$ cat src/rtl/mdct_pkg.sv
// Shared types and constants for the muon decay coincidence timer.
// No dependencies; every other file of the block imports this package.
package mdct_pkg;

    localparam int unsigned WIN_W   = 24;
    localparam int unsigned PS_W    = 32;
    localparam int unsigned TIME_W  = 64;
    localparam int unsigned CH_W    = 4;
    localparam int unsigned CFG_W   = 32;
    localparam int unsigned CFG_IDX_W = 2;

    localparam logic [CFG_IDX_W-1:0] CFG_WINDOW   = 2'd0;
    localparam logic [CFG_IDX_W-1:0] CFG_MAX_LIFE = 2'd1;
    localparam logic [CFG_IDX_W-1:0] CFG_GATE     = 2'd2;

    localparam logic [WIN_W-1:0] RST_WINDOW   = 24'd100000;
    localparam logic [PS_W-1:0]  RST_MAX_LIFE = 32'd20000000;
    localparam logic [PS_W-1:0]  RST_GATE     = 32'd0;

    localparam logic [CH_W-1:0] CH_A = 4'd1;
    localparam logic [CH_W-1:0] CH_B = 4'd2;
    localparam logic [CH_W-1:0] CH_C = 4'd3;

    localparam int unsigned QDEPTH = 4;
    localparam int unsigned QPTR_W = $clog2(QDEPTH);
    localparam int unsigned QCNT_W = $clog2(QDEPTH + 1);

    typedef struct packed {
        logic [CH_W-1:0]   hit_channel;
        logic [TIME_W-1:0] hit_time;
        logic              last_hit;
    } t_hit;

    typedef struct packed {
        logic [PS_W-1:0] lifetime;
    } t_life;

    typedef struct packed {
        logic a;
        logic b;
        logic c;
    } t_flags;

    // One queue entry: an event closed mid-stream and/or the final event.
    typedef struct packed {
        logic              close_v;
        logic [TIME_W-1:0] close_first;
        t_flags            close_flags;
        logic              final_v;
        logic [TIME_W-1:0] final_first;
        t_flags            final_flags;
        logic [TIME_W-1:0] final_from_close;
    } t_rec;

endpackage

$ cat src/rtl/mdct_hit_if.sv
// Hit request channel: valid/ready handshake carrying one TDC hit.
// Depends on mdct_pkg.
interface mdct_hit_if;
    import mdct_pkg::*;
    logic valid;
    logic ready;
    t_hit payload;
    modport source (output valid, output payload, input ready);
    modport sink (input valid, input payload, output ready);
endinterface

$ cat src/rtl/mdct_life_if.sv
// Lifetime request channel: valid/ready handshake carrying one lifetime.
// Depends on mdct_pkg.
interface mdct_life_if;
    import mdct_pkg::*;
    logic valid;
    logic ready;
    t_life payload;
    modport source (output valid, output payload, input ready);
    modport sink (input valid, input payload, output ready);
endinterface

$ cat src/rtl/mdct_front.sv
// Front end: groups hits into events and queues closed events.
// Depends on mdct_pkg and mdct_hit_if.
module mdct_front (
    input  logic                      i_clk,
    input  logic                      i_rst_n,
    mdct_hit_if.sink                  i_hit,
    input  logic [mdct_pkg::WIN_W-1:0] i_window,
    input  logic                      i_full,
    output logic                      o_push,
    output mdct_pkg::t_rec            o_rec
);
    import mdct_pkg::*;

    logic              r_open;
    logic [TIME_W-1:0] r_first;
    t_flags            r_flags;

    logic              accept;
    logic [TIME_W-1:0] diff;
    logic              close;
    logic              fresh;
    logic [TIME_W-1:0] new_first;
    t_flags            hit_flags;
    t_flags            new_flags;

    assign i_hit.ready = !i_full;
    assign accept      = i_hit.valid && !i_full;

    always_comb begin
        diff      = i_hit.payload.hit_time - r_first;
        close     = r_open && (diff > {{(TIME_W-WIN_W){1'b0}}, i_window});
        fresh     = close || !r_open;
        new_first = fresh ? i_hit.payload.hit_time : r_first;
        hit_flags.a = (i_hit.payload.hit_channel == CH_A);
        hit_flags.b = (i_hit.payload.hit_channel == CH_B);
        hit_flags.c = (i_hit.payload.hit_channel == CH_C);
        new_flags = (fresh ? t_flags'('0) : r_flags) | hit_flags;
    end

    always_comb begin
        o_rec.close_v          = close;
        o_rec.close_first      = r_first;
        o_rec.close_flags      = r_flags;
        o_rec.final_v          = i_hit.payload.last_hit;
        o_rec.final_first      = new_first;
        o_rec.final_flags      = new_flags;
        // when the event closed, the new event starts at this hit: same difference
        o_rec.final_from_close = diff;
    end

    assign o_push = accept && (close || i_hit.payload.last_hit);

    always_ff @(posedge i_clk) begin
        if (!i_rst_n) begin
            r_open  <= 1'b0;
            r_first <= '0;
            r_flags <= '0;
        end else if (accept) begin
            if (i_hit.payload.last_hit) begin
                r_open  <= 1'b0;
                r_first <= '0;
                r_flags <= '0;
            end else begin
                r_open  <= 1'b1;
                r_first <= new_first;
                r_flags <= new_flags;
            end
        end
    end

endmodule

$ cat src/rtl/mdct_queue.sv
// Short event queue between front and back end.
// Depends on mdct_pkg.
module mdct_queue (
    input  logic           i_clk,
    input  logic           i_rst_n,
    input  logic           i_push,
    input  mdct_pkg::t_rec i_rec,
    input  logic           i_pop,
    output mdct_pkg::t_rec o_rec,
    output logic           o_full,
    output logic           o_empty
);
    import mdct_pkg::*;

    t_rec              r_mem [QDEPTH];
    logic [QPTR_W-1:0] r_wr;
    logic [QPTR_W-1:0] r_rd;
    logic [QCNT_W-1:0] r_cnt;

    assign o_full  = (r_cnt == QCNT_W'(QDEPTH));
    assign o_empty = (r_cnt == '0);
    assign o_rec   = r_mem[r_rd];

    always_ff @(posedge i_clk) begin
        if (i_push) begin
            r_mem[r_wr] <= i_rec;
        end
    end

    always_ff @(posedge i_clk) begin
        if (!i_rst_n) begin
            r_wr  <= '0;
            r_rd  <= '0;
            r_cnt <= '0;
        end else begin
            if (i_push) begin
                r_wr <= r_wr + 1'b1;
            end
            if (i_pop) begin
                r_rd <= r_rd + 1'b1;
            end
            if (i_push && !i_pop) begin
                r_cnt <= r_cnt + 1'b1;
            end else if (i_pop && !i_push) begin
                r_cnt <= r_cnt - 1'b1;
            end
        end
    end

endmodule

$ cat src/rtl/mdct_back.sv
// Back end: arm/disarm logic on closed events, lifetime output register.
// Depends on mdct_pkg and mdct_life_if.
module mdct_back (
    input  logic                      i_clk,
    input  logic                      i_rst_n,
    input  mdct_pkg::t_rec            i_rec,
    input  logic                      i_empty,
    input  logic [mdct_pkg::PS_W-1:0] i_gate,
    input  logic [mdct_pkg::PS_W-1:0] i_max_life,
    output logic                      o_pop,
    mdct_life_if.source               o_life
);
    import mdct_pkg::*;

    logic              r_armed;
    logic [TIME_W-1:0] r_start;
    logic              r_out_valid;
    logic [PS_W-1:0]   r_out_life;

    logic [TIME_W-1:0] gate_x;
    logic [TIME_W-1:0] max_x;
    logic [TIME_W-1:0] d_close;
    logic [TIME_W-1:0] d_final;
    logic              in_gate;
    logic              bad;
    logic              just_armed;
    logic              armed_mid;
    logic [TIME_W-1:0] start_mid;
    logic              emit_close;
    logic              emit_final;
    logic              emit;
    logic [PS_W-1:0]   life;

    always_comb begin
        gate_x  = {{(TIME_W-PS_W){1'b0}}, i_gate};
        max_x   = {{(TIME_W-PS_W){1'b0}}, i_max_life};
        d_close = i_rec.close_first - r_start;
        in_gate = d_close < gate_x;
        bad     = (d_close > max_x) || i_rec.close_flags.a || i_rec.close_flags.c;

        just_armed = i_rec.close_v && !r_armed &&
                     i_rec.close_flags.a && i_rec.close_flags.b && !i_rec.close_flags.c;
        emit_close = i_rec.close_v && r_armed && !in_gate && !bad && i_rec.close_flags.b;

        if (!i_rec.close_v) begin
            armed_mid = r_armed;
        end else if (r_armed) begin
            armed_mid = in_gate || (!bad && !i_rec.close_flags.b);
        end else begin
            armed_mid = just_armed;
        end
        start_mid = just_armed ? i_rec.close_first : r_start;

        d_final    = just_armed ? i_rec.final_from_close : (i_rec.final_first - r_start);
        emit_final = i_rec.final_v && armed_mid && (d_final > gate_x) &&
                     (d_final <= max_x) && i_rec.final_flags.b &&
                     !i_rec.final_flags.a && !i_rec.final_flags.c;

        emit = emit_close || emit_final;
        life = emit_close ? d_close[PS_W-1:0] : d_final[PS_W-1:0];
    end

    assign o_pop          = !i_empty && (!r_out_valid || o_life.ready);
    assign o_life.valid   = r_out_valid;
    assign o_life.payload.lifetime = r_out_life;

    always_ff @(posedge i_clk) begin
        if (!i_rst_n) begin
            r_armed     <= 1'b0;
            r_start     <= '0;
            r_out_valid <= 1'b0;
        end else begin
            if (o_pop) begin
                r_armed <= armed_mid && !i_rec.final_v;
                r_start <= i_rec.final_v ? '0 : start_mid;
            end
            if (o_pop && emit) begin
                r_out_valid <= 1'b1;
            end else if (o_life.ready) begin
                r_out_valid <= 1'b0;
            end
        end
    end

    always_ff @(posedge i_clk) begin
        if (o_pop && emit) begin
            r_out_life <= life;
        end
    end

endmodule

$ cat src/rtl/muon_decay_coincidence_timer.sv
// Muon decay coincidence timer, top level: config registers, front, queue, back.
// Depends on mdct_pkg, mdct_hit_if, mdct_life_if, mdct_front, mdct_queue, mdct_back.
//
// Feed time-sorted TDC hits on i_hit; one hit is taken per clock cycle while
// the queue is not full. A lifetime request is valid on o_life from the clock
// edge after the one that accepts the deciding hit (the hit that closes the
// event, or the last hit), provided the queue ahead of it is empty and o_life
// is not stalled. Hits falling within coincidence_window_ps of an event's
// first hit join that event; the next hit outside the window closes it. An
// event with detectors A (channel 1) and B (channel 2) but not C (channel 3)
// arms the block and marks the start time. While armed, events inside
// decay_gate_ps are ignored; an event past max_lifetime_ps or holding A or C
// disarms; a B-only event emits its lifetime (first-hit time minus start)
// and disarms. A hit with last_hit set closes the final event, which emits only
// when strictly past the gate and within the timeout, and then returns the block to
// its reset stream state (registers keep their values). The front end handles one
// hit per cycle unless stalled, limited by a single 64-bit subtract and compare;
// the back end drains one queued event per cycle unless stalled. A four-entry queue
// between them and an output register let each side stall on its own. Write the
// configuration registers only while no hit is in flight.
module muon_decay_coincidence_timer (
    input  logic                          i_clk,
    input  logic                          i_rst_n,
    mdct_hit_if.sink                      i_hit,
    mdct_life_if.source                   o_life,
    input  logic                          i_cfg_we,
    input  logic [mdct_pkg::CFG_IDX_W-1:0] i_cfg_idx,
    input  logic [mdct_pkg::CFG_W-1:0]     i_cfg_data
);
    import mdct_pkg::*;

    // configuration registers
    logic [WIN_W-1:0] r_window;
    logic [PS_W-1:0]  r_max_life;
    logic [PS_W-1:0]  r_gate;

    // front to queue
    logic push;
    t_rec push_rec;
    logic full;

    // queue to back
    logic pop;
    t_rec head_rec;
    logic empty;

    // Write registers; indexes beyond the list are dropped.
    always_ff @(posedge i_clk) begin
        if (!i_rst_n) begin
            r_window   <= RST_WINDOW;
            r_max_life <= RST_MAX_LIFE;
            r_gate     <= RST_GATE;
        end else if (i_cfg_we) begin
            unique case (i_cfg_idx)
                CFG_WINDOW:   r_window   <= i_cfg_data[WIN_W-1:0];
                CFG_MAX_LIFE: r_max_life <= i_cfg_data[PS_W-1:0];
                CFG_GATE:     r_gate     <= i_cfg_data[PS_W-1:0];
                default: ;
            endcase
        end
    end

    // Group hits into events; push each close (and the final event) to the queue.
    mdct_front u_front (
        .i_clk    (i_clk),
        .i_rst_n  (i_rst_n),
        .i_hit    (i_hit),
        .i_window (r_window),
        .i_full   (full),
        .o_push   (push),
        .o_rec    (push_rec)
    );

    // Hold closed events until the back end is free.
    mdct_queue u_queue (
        .i_clk   (i_clk),
        .i_rst_n (i_rst_n),
        .i_push  (push),
        .i_rec   (push_rec),
        .i_pop   (pop),
        .o_rec   (head_rec),
        .o_full  (full),
        .o_empty (empty)
    );

    // Advance the arm/disarm state and register lifetimes for output.
    mdct_back u_back (
        .i_clk      (i_clk),
        .i_rst_n    (i_rst_n),
        .i_rec      (head_rec),
        .i_empty    (empty),
        .i_gate     (r_gate),
        .i_max_life (r_max_life),
        .o_pop      (pop),
        .o_life     (o_life)
    );

endmodule

$ cat src/flat_wrapper.sv
// flat-port wrapper written by rule: the top's interface ports become plain ports
module muon_decay_coincidence_timer_flat import mdct_pkg::*;
  (i_clk, i_rst_n, i_cfg_we, i_cfg_idx, i_cfg_data, i_hit_valid, i_hit_payload, i_hit_ready, o_life_valid, o_life_payload, o_life_ready);
  mdct_hit_if i_hit_i ();
  mdct_life_if o_life_i ();
  input  logic i_clk;
  input  logic i_rst_n;
  input  logic i_cfg_we;
  input  logic [mdct_pkg::CFG_IDX_W-1:0] i_cfg_idx;
  input  logic [mdct_pkg::CFG_W-1:0] i_cfg_data;
  input wire logic [$bits(i_hit_i.valid)-1:0] i_hit_valid;
  input wire logic [$bits(i_hit_i.payload)-1:0] i_hit_payload;
  output wire logic [$bits(i_hit_i.ready)-1:0] i_hit_ready;
  output wire logic [$bits(o_life_i.valid)-1:0] o_life_valid;
  output wire logic [$bits(o_life_i.payload)-1:0] o_life_payload;
  input wire logic [$bits(o_life_i.ready)-1:0] o_life_ready;
  assign i_hit_i.valid = i_hit_valid;
  assign i_hit_i.payload = i_hit_payload;
  assign i_hit_ready = i_hit_i.ready;
  assign o_life_valid = o_life_i.valid;
  assign o_life_payload = o_life_i.payload;
  assign o_life_i.ready = o_life_ready;
  muon_decay_coincidence_timer u_core (.i_clk(i_clk), .i_rst_n(i_rst_n), .i_hit(i_hit_i), .o_life(o_life_i), .i_cfg_we(i_cfg_we), .i_cfg_idx(i_cfg_idx), .i_cfg_data(i_cfg_data));
endmodule
$ cat config.mk
export PLATFORM = sky130hd
export DESIGN_NAME = muon_decay_coincidence_timer_flat
export DESIGN_NICKNAME = d
export VERILOG_FILES = /design/src/rtl/mdct_pkg.sv /design/src/rtl/mdct_hit_if.sv /design/src/rtl/mdct_life_if.sv /design/src/rtl/mdct_front.sv /design/src/rtl/mdct_queue.sv /design/src/rtl/mdct_back.sv /design/src/rtl/muon_decay_coincidence_timer.sv /design/src/flat_wrapper.sv
export SDC_FILE = /design/constraint.sdc
export NUM_CORES = 2
export LEC_CHECK = 0
export BUFFER_PORTS_ARGS = -buffer_cell sky130_fd_sc_hd__buf_2
export CAP_MARGIN = 20
export CELL_PAD_IN_SITES_DETAIL_PLACEMENT = 0
export CELL_PAD_IN_SITES_GLOBAL_PLACEMENT = 1
export CORE_ASPECT_RATIO = 0.5
export CORE_MARGIN = 10
export CORE_UTILIZATION = 45
export DETAILED_ROUTE_END_ITERATION = 16
export PLACE_DENSITY = 0.75
export SYNTH_ARGS = -nofsm -noshare
export SYNTH_HDL_FRONTEND = slang
export SYNTH_SLANG_ARGS = --single-unit
$ cat constraint.sdc
create_clock -name i_clk -period 11.9 [get_ports i_clk]
set_input_delay 0.595 -clock i_clk [delete_from_list [all_inputs] [get_ports i_clk]]
set_output_delay 0.595 -clock i_clk [all_outputs]
set_load 0.005 [all_outputs]
# Yosys cells after proc, flatten, opt, wreduce, memory -nomap -nowiden
# Memory sizes are Yosys's and may differ from the RTL's. A register that Yosys moved wholly into a read port is not among the register bits.
# Cells that the tools add are included.
# op_classes
n_mux	19
addsub	7
bitwise_logic	1
reduce_logical	53
order_cmp	5
n_eq_ne	6
# op_table
cell	count
2-to-1 mux 64 bit	5
subtractor 64 bit	3
> comparator 64 x 32 -> 1 bit	2
> comparator 64 x 24 -> 1 bit	1
<= comparator 64 x 32 -> 1 bit	1
< comparator 64 x 32 -> 1 bit	1
2-to-1 mux 32 bit	1
logical AND 1 bit	23
zero test 1 bit	14
2-to-1 mux 3 bit	4
== test 4 x 2 -> 1 bit (second input constant)	2
AND reduction 2 bit	4
logical OR 1 bit	7
2-to-1 mux 1 bit	7
nonzero test 2 bit	3
adder 2 x 1 -> 2 bit (second input constant)	2
== test 4 x 1 -> 1 bit (second input constant)	1
2-to-1 mux 2 bit	2
adder 3 x 1 -> 3 bit (second input constant)	1
== test 3 bit (second input constant)	1
zero test 3 bit	1
bitwise OR 3 bit	1
subtractor 3 x 1 -> 3 bit (second input constant)	1
== test 2 x 1 -> 1 bit (second input constant)	1
2 further kinds	2
# word_totals
ram_bits	800
input_bits	108
out_inout_bits	34
n_memories	1
wordCells	107
ff_bits	261
# mem_list
name	depth	width	rd	rd_ports_with_merged_regs	wr	line_no	text
u_core.u_queue.r_mem	4	200	1	1	1	mdct_queue.sv:15	t_rec r_mem [QDEPTH];

# Longest topological paths before layout
# depth
depth_word	18
ltp_mapped	34
mapped_depth_nobuf	29

# Hierarchy
# From an unflattened synthesis, not the netlist that was laid out.
# unflattened
hier_cells	5030
area_unflattened_um2	59575.9
# modules_own_cells
module	seq_area_each_um2	n_inst	area_per_inst_um2	cells_each
mdct_queue	24203.2	1	29328.1	1087
mdct_back	2282.2	1	16447.0	2229
mdct_front	1361.3	1	10372.4	1374
muon_decay_coincidence_timer	1761.7	1	3428.3	340

# Worst setup path before layout
# No wires, ideal clock.
# synth_path
path_kind	input to register
startpoint	input i_hit_payload[2]
endpoint	memory u_core.u_queue.r_mem[0][0] (netlist name), enable pin
path_stages	23
t_arrival_ps	9149
n_path_buf	0
required_time_ps	11315
setup_time_ps	585
slack_ps	2166
path_cell_list	ha_1 -> nor2b_1 -> o31a_1 -> o31ai_1 -> o21ai_0 -> nand3_1 -> nand2_1 -> a21o_1 -> a21o_1 -> xor2_1 -> ha_1 -> and4_1 -> nand2_1 -> or2_2 -> a21oi_1 -> a2111oi_0 -> o21bai_1 -> a2111oi_0 -> nand4b_1 -> or4_1 -> o31ai_1 -> a21oi_1 -> and2_1
# synth_rtl
item	line_no	text
start: declaration	flat_wrapper.sv:12	input wire logic [$bits(i_hit_i.payload)-1:0] i_hit_payload;
end: declaration	mdct_queue.sv:15	

==> flow_metrics.py <==
metrics = {
    "run_status": {
        "status": "finished, final reports clean",
    },
    "routing": {
        "wl_um": 191000,
        "firstDrtPassIters": 6,
        "drc": 0,
        "antenna_left": 0,
        "wl_per_cell_um": 28.1,
        "drt_iter0_markers": 4696,
        "via_per_inst": 6.25,
        "via_count": 42500,
    },
    "placed_design": {
        "dp_hpwl_um": 145000,
        "placed_cell_area_sq_mm": 0.0593,
        "place.gp.congestion": 0.994,
        "port_buffers": 141,
    },
    "floorplan": {
        "ios": 142,
        "core_sq_mm": 0.126,
        "dieArea_sq_mm": 0.142,
        "rows": 92,
        "die_w_um": 523,
        "chipHeight_um": 272,
        "start_util_pct": 45.3,
    },
    "power_and_ir_drop": {
        "leakagePower_nw": 20.7,
        "power_mw": 14.6,
        "ir_worst_vdd_mv": 0.137,
        "powerDensity_mw_per_mm2": 234,
    },
    "clocking": {
        "cts_tree": "built",
        "root_buffer": "clkbuf_16",
        "clk_transition_reported_paths_ns": 0.06,
        "cts_max_path_buffers": 3,
        "cts_setup_buffers": 0,
        "cts.sinks": 1063,
        "numCtsBuffers": 93,
        "cts_resized": 0,
        "postCtsHoldBufs": 0,
        "clock_latency_ns": 0.72,
        "h-tree-depth": 3,
    },
    "yosys": {
        "netlist_area_sq_mm": 0.0570,
        "ys_ff_latch": 1063,
        "async_flop_share_pct": 0,
        "yosys_warnings": 0,
        "syn_area_per_cell_sq_um": 11.4,
        "ys_seq_area_share_pct": 52.0,
        "yosys.cell_types.count": 85,
        "synth_ff_type": "edfxtp_1",
        "synth-edff-count": 832,
        "synth_nets": 5459,
        "syn_inst": 5002,
    },
    "sta": {
        "period_needed_ns": 9.62,
        "hold_viol": 0,
        "setup_tns_ns": 0,
        "finalCritPeriodShare_pct": 80.8,
        "timing.slew.headroom_pct": 20.5,
        "setup_viol": 0,
        "worst_pin_slew_ns": 1.16,
        "timing.fmax_ghz": 0.104,
        "skew_ns": 0.0349,
        "slew_viol_final": 0,
        "rsz0062_at_grt": "no",
    },
    "cells_and_area": {
        "drive_gt1_share_pct": 12.5,
        "final_cell_mix": "edfxtp_1, nand2_1, a21oi_1, ha_1, nor2_1",
        "final_common_cell": "edfxtp_1",
        "fin_nets": 5480,
        "stdcell_area_sq_mm": 0.0624,
        "syn_to_final_growth_pct": 9.49,
    },
    "grt": {
        "grt_pass1_vias": 40100,
        "grt_overflow_total": 0,
        "track_usage_pct": 26.1,
        "grt_pass1_wl_um": 278000,
        "antenna_found_initial": 3,
        "grt_max_degree": 163,
    },
    "critical_path": {
        "startpoint_type": "flop",
        "max_stage_delay_ns": 0.81,
        "crit_arrival_ns": 9.98,
        "critPathCaptureType": "flop",
        "crit_path_max_fanout": 52,
        "cp_data_required_time_ns": 12.26,
        "slowest_stage": "dfxtp_4",
        "crit_type": "flop to flop",
    },
    "run": {
        "drv_cap": 0,
    },
    "min_path": {
        "min_path_type": "input pin to flop",
        "hold_start": "i_cfg_data[27]",
    },
}
-- routing by layer --
layer  wire length, um  track usage [%]
met4              3930             5.51
met3             13300             4.14
met2             85100             40.3
met1             88400             38.6
met5               125            0.642
-- worst max-delay path, delay by kind of cell, from the launching register on --
kind / cells / cell delay [ns]
adders and majority gates: 2 / 0.68
DFF: 1 / 0.81
AOI/OAI and AO/OA: 11 / 3.18
muxes: 1 / 0.59
xor gates and xnor gates: 1 / 0.10
buffers and inverters: 2 / 0.87
and+or+nand+nor: 11 / 2.92
-- per-stage QoR --
step                      instances  worst slack (ns)  hold slack [ns]  utilization [%]
after floorplan                5002              2.17            0.436                -
after global placement         6613              1.83            0.442             47.1
after detailed placement       6615              2.47            0.448             47.1
after global routing           6794              1.79            0.109             49.6
final                          6795              2.28            0.131             49.6
after CTS                      6789              2.43           0.0751             49.6
-- final timing paths --
| kind | end | slack [ns] | depth (start not counted) |
|---|---|---|---|
| worst max-delay path | u_core.u_back.o_life.payload[10]$_DFFE_PP_ | 2.28 | 28 |
| worst min-delay path | u_core.r_max_life[27]$_SDFFE_PN0P_ | 0.13 | 3 |
| worst max register to register | u_core.u_back.o_life.payload[10]$_DFFE_PP_ | 2.28 | 28 |
| worst min register to register | u_core.r_gate[26]$_SDFFE_PN0P_ | 0.46 | 2 |
-- final cells by class --
type	instances	area, sq um
clock buffers	127	2540
repair buffers	188	1160
fillers	11200	63400
diodes	1	2.50
flip-flops and latches	1063	29600
multi-input cells	3415	25400
well taps	1692	2120
inverters	262	986
clock inverters	47	543
-- where the power goes --
group          internal (mW)  switching [mW]
Clock                   1.68            1.45
Sequential              4.31           0.132
Combinational           2.46            4.54
Total                   8.45            6.12
-- registers in the layout, indices dropped and copies added (netlist names), named ones only --
name                          cells
u_core.r_gate                    32
u_core.u_front.o_rec              3
u_core.u_front.r_open             1
u_core.u_back.r_armed             1
u_core.u_back.o_life.valid        1
u_core.u_front.r_first           64
u_core.u_queue.r_mem            800
u_core.r_max_life                32
u_core.u_back.r_start            64
u_core.u_queue.r_wr               2
u_core.u_queue.r_rd               2
u_core.r_window                  24
u_core.u_queue.r_cnt              3
u_core.u_back.o_life.payload     32
-- synth_stat cells (21+ instances only) --
cell	instances	share of area (%)
edfxtp_1	832	44
nand2_1	470	3.1
a21oi_1	387	3.4
ha_1	345	7.6
nor2_1	283	1.9
inv_1	261	1.7
o21ai_0	238	2.1
dfxtp_1	231	8.1
clkbuf_1	216	1.4
nand3_1	173	1.5
nand4_1	169	1.9
mux4_2	164	6.5
a21o_1	107	1.4
mux2_2	98	1.9
xnor2_1	82	1.3
a22oi_1	72	0.95
nor3_1	69	0.61
xor2_1	63	0.97
o21a_1	51	0.67
nand4b_1	46	0.71
nor4_1	46	0.50
o211ai_1	44	0.58
a211oi_1	40	0.53
a31oi_1	33	0.36
or4_1	29	0.38
o311ai_1	28	0.43
buf_1	26	0.17
and2_1	25	0.27
or3_1	23	0.25
nor2b_1	21	0.23
-- logic make-up after synthesis --
logic type | share of synthesized area [%]
compound gates | 13.2
xor+xnor | 2.23
fa+ha+maj | 7.71
buf+inv | 3.52
flops | 52.0
mux | 8.83
simple gates | 12.6
Power figures use the tool's default switching activity.
